`config.mk`:
```
export PLATFORM = sky130hd
export DESIGN_NAME = frequency_stability_averager_unit
export DESIGN_NICKNAME = d
export VERILOG_FILES = /design/src/design/fsa_pkg.sv /design/src/design/frequency_stability_averager_unit.sv /design/src/design/fsa_div.sv
export SDC_FILE = /design/constraint.sdc
export NUM_CORES = 1
export LEC_CHECK = 0
export ABC_AREA = 1
export BUFFER_PORTS_ARGS = -buffer_cell sky130_fd_sc_hd__buf_2
export CORE_MARGIN = 2
export CORE_UTILIZATION = 25
export CTS_CLUSTER_SIZE = 20
export DETAILED_ROUTE_END_ITERATION = 12
export PLACE_DENSITY_LB_ADDON = 0.1
export SKIP_CTS_REPAIR_TIMING = 1
export SLEW_MARGIN = 20
export SYNTH_ARGS = -nofsm -noshare
export SYNTH_HDL_FRONTEND = slang
export SYNTH_SLANG_ARGS = --single-unit
```
`constraint.sdc`:
```
create_clock -name clk -period 9.55 [get_ports clk]
set_input_delay 1.91 -clock clk [delete_from_list [all_inputs] [get_ports clk]]
set_output_delay 1.91 -clock clk [all_outputs]
set_load 0.02 [all_outputs]
```
`src/design/fsa_pkg.sv`:
```
// Package for the frequency stability averager.
// Holds widths, register indexes, request codes, reset values and the sequencer state type.
// No dependencies.
`default_nettype none

package fsa_pkg;

  localparam int FREQ_W     = 32;
  localparam int COUNT_W    = 8;
  localparam int DIVIDEND_W = FREQ_W + COUNT_W;
  localparam int DIVISOR_W  = COUNT_W + 1;
  localparam int STEP_W     = $clog2(DIVIDEND_W + 1);
  localparam int CFG_IDX_W  = 1;

  localparam logic [CFG_IDX_W-1:0] REG_TOLERANCE = 1'd0;
  localparam logic [CFG_IDX_W-1:0] REG_REQUIRED  = 1'd1;

  localparam logic REQ_SAMPLE = 1'b0;
  localparam logic REQ_CLEAR  = 1'b1;

  localparam logic STATUS_WAITING = 1'b0;
  localparam logic STATUS_STABLE  = 1'b1;

  localparam logic [FREQ_W-1:0]  TOLERANCE_RESET = 32'd100;
  localparam logic [COUNT_W-1:0] REQUIRED_RESET  = 8'd8;

  typedef enum logic [2:0] {
    ST_IDLE,
    ST_GAP,
    ST_DECIDE,
    ST_MUL,
    ST_ADD,
    ST_DIV,
    ST_DONE
  } fsa_state_t;

endpackage

`default_nettype wire

```
`src/design/frequency_stability_averager_unit.sv`:
```
// Path: a clear, a restart or a sample at the count limit passes the gap and decision steps and is
// loaded into the output register in the done step. A sample folded into the mean passes gap and
// decision, product and sum, 40 bit-serial divider steps, write-back and the output load.
// Flow: one item at a time; the next input transfer waits until the result is loaded, and
// waits longer while the output register still holds an untaken result.
// Reset: synchronous, clears reference and count, tolerance to 100 and required count to 8.
`default_nettype none

module frequency_stability_averager_unit
  import fsa_pkg::*;
(
  input  wire logic                 clk,
  input  wire logic                 rst,
  input  wire logic                 cfg_wr_en,
  input  wire logic [CFG_IDX_W-1:0] cfg_index,
  input  wire logic [FREQ_W-1:0]    cfg_data,
  input  wire logic                 in_valid,
  output logic                      in_ready,
  input  wire logic                 req_type,
  input  wire logic [FREQ_W-1:0]    meas_freq,
  output logic                      out_valid,
  input  wire logic                 out_ready,
  output logic                      status,
  output logic [FREQ_W-1:0]         stable_frequency,
  output logic [COUNT_W-1:0]        agree_count
);

  fsa_state_t state, state_next;

  logic [FREQ_W-1:0]     tolerance_hz;
  logic [COUNT_W-1:0]    required_samples;
  logic [FREQ_W-1:0]     reference_frequency;
  logic [COUNT_W-1:0]    sample_count;
  logic                  req;
  logic [FREQ_W-1:0]     freq;
  logic [FREQ_W-1:0]     gap;
  logic [DIVIDEND_W-1:0] acc;

  logic                  div_start;
  logic                  div_busy;
  logic                  div_done;
  logic [DIVIDEND_W-1:0] div_quotient;
  logic [DIVIDEND_W-1:0] dividend;
  logic                  out_load;
  logic                  restart;
  logic                  fold;

  assign restart  = (sample_count == '0) || (gap > tolerance_hz);
  assign fold     = (sample_count < required_samples);
  assign dividend = acc + {{COUNT_W{1'b0}}, freq};

  fsa_div u_div (
    .clk      (clk),
    .rst      (rst),
    .start    (div_start),
    .dividend (dividend),
    .divisor  ({1'b0, sample_count} + 1'b1),
    .busy     (div_busy),
    .done     (div_done),
    .quotient (div_quotient)
  );

  always_ff @(posedge clk) begin
    if (rst) begin
      tolerance_hz     <= TOLERANCE_RESET;
      required_samples <= REQUIRED_RESET;
    end else if (cfg_wr_en) begin
      unique case (cfg_index)
        REG_TOLERANCE: tolerance_hz     <= cfg_data;
        REG_REQUIRED:  required_samples <= cfg_data[COUNT_W-1:0];
        default:       ;
      endcase
    end
  end

  always_comb begin
    state_next = state;
    unique case (state)
      ST_IDLE:   if (in_valid) state_next = ST_GAP;
      ST_GAP:    state_next = ST_DECIDE;
      ST_DECIDE: begin
        if (req == REQ_SAMPLE && !restart && fold) state_next = ST_MUL;
        else state_next = ST_DONE;
      end
      ST_MUL:    state_next = ST_ADD;
      ST_ADD:    state_next = ST_DIV;
      ST_DIV:    if (div_done) state_next = ST_DONE;
      ST_DONE:   if (!out_valid || out_ready) state_next = ST_IDLE;
      default:   state_next = ST_IDLE;
    endcase
  end

  always_comb begin
    in_ready  = (state == ST_IDLE);
    div_start = (state == ST_ADD);
    out_load  = (state == ST_DONE) && (!out_valid || out_ready);
  end

  always_ff @(posedge clk) begin
    if (rst) begin
      state               <= ST_IDLE;
      reference_frequency <= '0;
      sample_count        <= '0;
      out_valid           <= 1'b0;
    end else begin
      state <= state_next;
      if (state == ST_DECIDE) begin
        priority if (req == REQ_CLEAR) begin
          reference_frequency <= '0;
          sample_count        <= '0;
        end else if (restart) begin
          reference_frequency <= freq;
          sample_count        <= COUNT_W'(1);
        end
      end else if (div_done) begin
        reference_frequency <= div_quotient[FREQ_W-1:0];
        sample_count        <= sample_count + 1'b1;
      end
      if (out_load) out_valid <= 1'b1;
      else if (out_ready) out_valid <= 1'b0;
    end
  end

  // Payload: hold the transfer, the gap, the product and the output result
  always_ff @(posedge clk) begin
    if (in_valid && in_ready) begin
      req  <= req_type;
      freq <= meas_freq;
    end
    if (state == ST_GAP) begin
      gap <= (freq >= reference_frequency) ? freq - reference_frequency
                                           : reference_frequency - freq;
    end
    if (state == ST_MUL) begin
      acc <= {{COUNT_W{1'b0}}, reference_frequency} * {{FREQ_W{1'b0}}, sample_count};
    end
    if (out_load) begin
      status           <= (sample_count >= required_samples) ? STATUS_STABLE : STATUS_WAITING;
      stable_frequency <= reference_frequency;
      agree_count      <= sample_count;
    end
  end

  assert property (@(posedge clk) disable iff (rst)
                   sample_count == '0 |-> reference_frequency == '0)
    else $error("empty count with non-zero reference");
  assert property (@(posedge clk) disable iff (rst)
                   state == ST_DIV |-> sample_count != '0 && sample_count < required_samples)
    else $error("mean fold outside the count range");
  assert property (@(posedge clk) disable iff (rst)
                   div_done |-> state == ST_DIV && !div_start)
    else $error("divider finished outside the divide step");
  assert property (@(posedge clk) disable iff (rst)
                   state == ST_DIV |-> div_busy || div_done)
    else $error("divide step without a running divider");
  assert property (@(posedge clk) disable iff (rst)
                   $rose(out_valid) |-> $past(state) == ST_DONE)
    else $error("result raised outside the done step");

endmodule

`default_nettype wire

```
`src/design/fsa_div.sv`:
```
// Bit-serial restoring divider: 40-bit dividend by 9-bit divisor, one quotient bit a cycle.
// Depends on fsa_pkg for widths.
`default_nettype none

module fsa_div
  import fsa_pkg::*;
(
  input  wire logic                  clk,
  input  wire logic                  rst,
  input  wire logic                  start,
  input  wire logic [DIVIDEND_W-1:0] dividend,
  input  wire logic [DIVISOR_W-1:0]  divisor,
  output logic                       busy,
  output logic                       done,
  output logic [DIVIDEND_W-1:0]      quotient
);

  logic [COUNT_W-1:0]   rem;
  logic [DIVISOR_W-1:0] dvs;
  logic [STEP_W-1:0]    steps;
  logic [DIVISOR_W-1:0] trial;
  logic [DIVISOR_W-1:0] trial_diff;
  logic                 fits;

  assign trial      = {rem, quotient[DIVIDEND_W-1]};
  assign fits       = (trial >= dvs);
  assign trial_diff = trial - dvs;

  always_ff @(posedge clk) begin
    if (rst) begin
      busy  <= 1'b0;
      done  <= 1'b0;
      steps <= '0;
    end else begin
      done <= 1'b0;
      if (start) begin
        busy  <= 1'b1;
        steps <= STEP_W'(DIVIDEND_W);
      end else if (busy) begin
        steps <= steps - 1'b1;
        if (steps == STEP_W'(1)) begin
          busy <= 1'b0;
          done <= 1'b1;
        end
      end
    end
  end

  // Shift one dividend bit into the remainder and keep the trial subtraction when it fits
  always_ff @(posedge clk) begin
    if (start) begin
      rem      <= '0;
      dvs      <= divisor;
      quotient <= dividend;
    end else if (busy) begin
      rem      <= fits ? trial_diff[COUNT_W-1:0] : trial[COUNT_W-1:0];
      quotient <= {quotient[DIVIDEND_W-2:0], fits};
    end
  end

  assert property (@(posedge clk) disable iff (rst) start |-> !busy)
    else $error("divider started while busy");
  assert property (@(posedge clk) disable iff (rst) done |-> !busy && $past(busy))
    else $error("divider done without a finished run");
  assert property (@(posedge clk) disable iff (rst) busy && !start |-> {1'b0, rem} < dvs)
    else $error("divider remainder not below divisor");

endmodule

`default_nettype wire

```
# Word-level counts from Yosys, hierarchy flattened
# Cells that the tools add are included.
# word_totals
reg_bits,295
inputBits,71
out_inout_bits,43
wordCells,92
# classes
addsub,7
n_mul,1
order_cmp,5
eq_ne,11
mux,26
bitwise_logic,3
reduce_logical,19
# op_table
op,n
32-bit two-way mux,5
40-bit two-way mux,2
32-bit subtractor,2
40-bit by 32-bit adder with 40-bit output,1
32-bit by 8-bit multiplier with 40-bit output,1
8-bit two-way mux,5
32-bit greater-or-equal comparator,1
32-bit > comparator,1
3-bit case mux with 7 select lines,1
3-bit two-way mux,4
6-bit two-way mux,2
8-bit by 1-bit adder with 9-bit output (second input constant),1
3-bit equality test (second input constant),3
9-bit greater-or-equal comparator,1
8-bit by 1-bit adder with 8-bit output (second input constant),1
8-bit greater-or-equal comparator,1
8-bit zero test,1
8-bit less-than comparator,1
8-bit subtractor,1
1-bit two-way mux,7
3-bit by 2-bit equality test with 1-bit output (second input constant),2
6-bit by 1-bit equality test with 1-bit output (second input constant),1
2-bit AND reduction,3
2-bit nonzero test,3
13 further kinds,21

# Logic depth before layout (Yosys ltp)
# depth
depth_word,7
mapped_depth,24
depth_no_buf,22

# Hierarchy
# Synthesis repeated with hierarchy kept, for this count alone.
# unflattened
hier_cells,3589
hier_area_um2,27289.9
# by_module_without_submodules
mod,instances,cells_each,area_per_inst_um2,seq_area_each_um2
frequency_stability_averager_unit,1,3222,24079.3,6065.8
fsa_div,1,367,3210.6,1791.7

# Worst setup path before layout
# No wires, ideal clock.
# synth_path
kind,reg2reg
start,reg sample_count[7]
end,"reg acc[25], data pin"
setup_time_ps,265
arrival_time_ps,4520
required_ps,9285
slack_ps,4765
path_stages_with_launch,22
n_path_buf,2
synth_period_minus_slack_ps,4785
path_cell_list,dfxtp_1 -> clkbuf_1 -> clkbuf_1 -> nand2_1 -> fa_1 -> fa_1 -> inv_1 -> fa_1 -> inv_1 -> fa_1 -> inv_1 -> ha_1 -> nand2_1 -> inv_1 -> nand2_1 -> nand2_1 -> a21o_1 -> nand2_1 -> nand2_1 -> a21boi_2 -> o21ai_0 -> xor2_1
# synth_between
elab_chain_len,1
# synth_lines
item,line_no,text
from (decl),frequency_stability_averager_unit.sv:33,logic [COUNT_W-1:0] sample_count;
from (signal assigned),frequency_stability_averager_unit.sv:117,sample_count <= sample_count + 1'b1;
32-bit by 8-bit multiplier with 40-bit output,frequency_stability_averager_unit.sv:135,"acc <= {{COUNT_W{1'b0}}, reference_frequency} * {{FREQ_W{1'b0}}, sample_count};"
to (signal assigned),frequency_stability_averager_unit.sv:135,
to (decl),frequency_stability_averager_unit.sv:37,logic [DIVIDEND_W-1:0] acc;
# No other way between the ends.
# A chain may end at the register's enable or synchronous reset.

# Final worst setup path
# layout_path
start,reg sample_count[4]
end,"reg acc[28], data pin"
# Same word-level chain as after synthesis.

==> results.toml <==
[routing]
vias = 22634
via_per_inst = 4.54
antenna_left = 0
post_drt_wl_per_cell_um = 20.5
route.detailed.drc = 0
wirelength_mm = 102
first_pass_iters = 5
first_iter_violations = 1257

[cells_and_area]
multiInputGateArea_um2 = 16000
n_antenna_cell = 0
drive_gt1_share_pct = 7.91
nNetsFinal = 4011
area.growth.synth_to_final_pct = 12.5
seqCellArea_um2 = 7860
fillerInstances = 11853

[power]
comb_power_share_pct = 44.6
power_frac_seq_pct = 31.9
p_per_area_nw_per_um2 = 219
power.total_w = 0.00664
p_int_w = 0.00357
vdd_drop_max_mv = 0.137
p_leak_nw = 15.0
pwr-share-clk_pct = 23.5
switchingPower_w = 0.00307
switching_share_pct = 46.2

[floorplanning]
rows = 120
design.core.area_um2 = 107000
die-area_um2 = 110000
fp.dieH_um = 332
die_w_um = 332
start_util_pct = 25.2
io_pins = 114

[flow_run]
maxCapViolCount = 0

[placement]
port-buffer-count = 113
hpwlAfterDp_mm = 83.6
place.gp.congestion = 0.897

[synthesis]
netlist_area_um2 = 27000
synth_ff_type = "edfxtp_1"
synth-edff-count = 195
syn_area_per_cell_um2 = 7.71
synth-warning-count = 0
ys_seq_area_share_pct = 29.1
ys_seq_elements = 295
synth_cells = 3495
synth_top_area_cell = "edfxtp_1"
yosysUniqueCellTypes = 55
yosysTopAreaCellShare_pct = 21.7
async_flop_share_pct = 0
syn_nets = 3958
yosys-top-cells-area = "edfxtp_1 (22%), fa_1 (14%), nand2_1 (11%)"

[cts]
clkSinkCount = 295
cts_buffers = 40
clkTransAtPathRegs_ps = 60
cts_tree = "done"
clk_path_buf_depth = 3
cts.htree.levels = 2
clock_latency_ps = 600
clockRootBuffer = "clkbuf_16"

[run_status]
status = "finished, final reports clean"

[timing]
post-route-min-period_ps = 5510
setup_violations = 0
tns_ps = 0
achievable-frequency_ghz = 0.182
relSlewSlack_pct = 40.8
tightestPinTransition_ps = 887
fin_crit_sh_pct = 57.7
hold_viol = 0
drv_slew = 0
fin_skew_ps = 20.0
rsz0062_at_grt = "false"

[global_route]
grt_max_degree = 52
grt_pass1_wl_mm = 154
grtUsageTotal_pct = 18.5
antenna_found_initial = 1
overflow = 0
grt_pass1_vias = 23784

[setup_path]
path_cells = "buf_4 > nand2_1 > fa_1 > fa_1 > inv_1 > fa_1 > inv_1 > fa_1 > inv_1 > ha_1 > a21oi_1 > o21ai_0 > nand2_1 > nand2_1 > nand3_1 > nand3_1 > a21oi_1 > o21ai_0 > xor2_1"
critPathTopFamily = "adder cells"
crit_buf_inv = 4
crit_top_cell = "fa_1"
reg2reg_slack_ps = 4040
crit_path_start_kind = "register"
worstSetupPathType = "reg -> reg"
critPathArrivalTime_ps = 5840
critPathSlowestCell = "fa_1"
cp-end-kind = "register"
worstPathMaxFanout = 26
required_ps = 9880
slowest_delay_ps = 540

[hold_path]
min_path_type = "reg -> reg"
[area by class of cell]
| cell class | count | area share, % |
|---|---|---|
| inverters | 678 | 8.39 |
| well taps | 1403 | 5.79 |
| repair buffers | 150 | 2.82 |
| multi-input cells | 2383 | 52.6 |
| flip-flops and latches | 295 | 25.9 |
| clock inverters | 22 | 0.825 |
| clock buffers | 52 | 3.62 |
[through the flow]
| step | worst slack, ps | hold slack [ps] | utilization [%] | cells | area [µm²] |
|---|---|---|---|---|---|
| after CTS | 4010 | 466 | 28.3 | 4982 | 30300 |
| after detailed placement | 4050 | 457 | 27.1 | 4908 | 29000 |
| after global placement | 4030 | 456 | 27.1 | 4908 | 29000 |
| final | 4040 | 459 | 28.3 | 4983 | 30300 |
| after floorplan | 4760 | 406 | - | 3495 | 27000 |
| after global routing | 3680 | 488 | 28.3 | 4983 | 30300 |
[sequential cells by signal, summed over array words and instances (netlist names)]
name / cells
u_div.quotient: 40
u_div.dvs: 9
required_samples: 8
acc: 40
gap: 32
u_div.steps: 6
agree_count: 8
req: 1
out_valid: 1
state: 3
status: 1
tolerance_hz: 32
u_div.rem: 8
u_div.done: 1
u_div.busy: 1
freq: 32
sample_count: 8
stable_frequency: 32
reference_frequency: 32
[per-layer routing]
layer	routed length, µm	GRT usage, %	share of wire (%)
met5	0	0	0
met4	2670	4.94	2.6
met3	3510	2.00	3.4
met2	49200	32.0	48
met1	46900	24.5	46
[placed cells by master (no fill, tap or decap), types with 6 or more instances in the layout]
| cell | n |
|---|---|
| a21o_1 | 19 |
| a21oi_1 | 271 |
| a31oi_1 | 32 |
| buf_2 | 113 |
| buf_4 | 36 |
| clkbuf_1 | 8 |
| clkbuf_16 | 41 |
| clkinv_1 | 7 |
| clkinv_2 | 7 |
| dfxtp_1 | 96 |
| edfxtp_1 | 195 |
| fa_1 | 184 |
| ha_1 | 208 |
| inv_1 | 671 |
| inv_2 | 6 |
| nand2_1 | 816 |
| nand2_2 | 10 |
| nand3_1 | 111 |
| nand3b_1 | 6 |
| nand4_1 | 33 |
| nor2_1 | 207 |
| nor2_2 | 7 |
| nor2_4 | 7 |
| nor3_1 | 21 |
| nor4_1 | 8 |
| o211ai_1 | 19 |
| o211ai_2 | 7 |
| o21a_1 | 11 |
| o21ai_0 | 191 |
| o21ai_1 | 25 |
| o21bai_1 | 16 |
| o22ai_1 | 10 |
| or2_2 | 11 |
| xnor2_1 | 29 |
| xor2_1 | 84 |
[synth_stat cells, types with 6 or more instances]
master,instances
buf_6,6
xor2_1,84
nor3_1,22
edfxtp_1,195
o21a_1,11
o21ai_1,25
nor2_1,211
buf_2,21
o211ai_2,7
nand3b_1,6
nor4_1,8
a31oi_1,32
xnor2_1,29
o22ai_1,10
nand2_1,816
a21oi_1,271
clkbuf_1,93
a21o_1,19
nand4_1,33
buf_4,9
nand3_1,111
or2_2,11
o21ai_0,191
o21bai_1,16
dfxtp_1,100
nor2_2,7
inv_2,6
nand2_2,10
ha_1,208
clkbuf_2,6
inv_1,672
o211ai_1,19
fa_1,184
[path summary, 6_finish.rpt]
| path | startpoint | endpoint | cells past startpoint |
|---|---|---|---|
| worst max-delay path | sample_count[4] | acc[28] | 19 |
| worst max register to register | sample_count[4] | acc[28] | 19 |
| worst min register to register | tolerance_hz[10] | tolerance_hz[10] | 2 |
| worst min-delay path | tolerance_hz[10] | tolerance_hz[10] | 2 |
[kinds of logic after synthesis]
group / synth area share [%]
AO/OA/AOI/OAI: 13.0
AND/OR/NAND/NOR: 19.1
flip-flops: 29.1
buffers and inverters: 11.8
XOR/XNOR: 3.67
adder cells (fa/ha/maj): 23.3
multiplexers: 0.0371
[worst min-delay path, cell delays in order, from the launching register on]
cell     delay (ps)
dfxtp_1         290
inv_1            60
a21oi_1          60
[power groups by stage]
stage          Clock, W  Sequential [W]  Combinational, W
3_5_place_dp          0         0.00215           0.00298
2_1_floorplan         0         0.00191           0.00206
6_report        0.00156         0.00212           0.00296
5_1_grt         0.00166         0.00215           0.00332
4_1_cts         0.00162         0.00213           0.00299
3_3_place_gp          0         0.00216           0.00300
No activity file was read; power rests on OpenSTA's default activity.
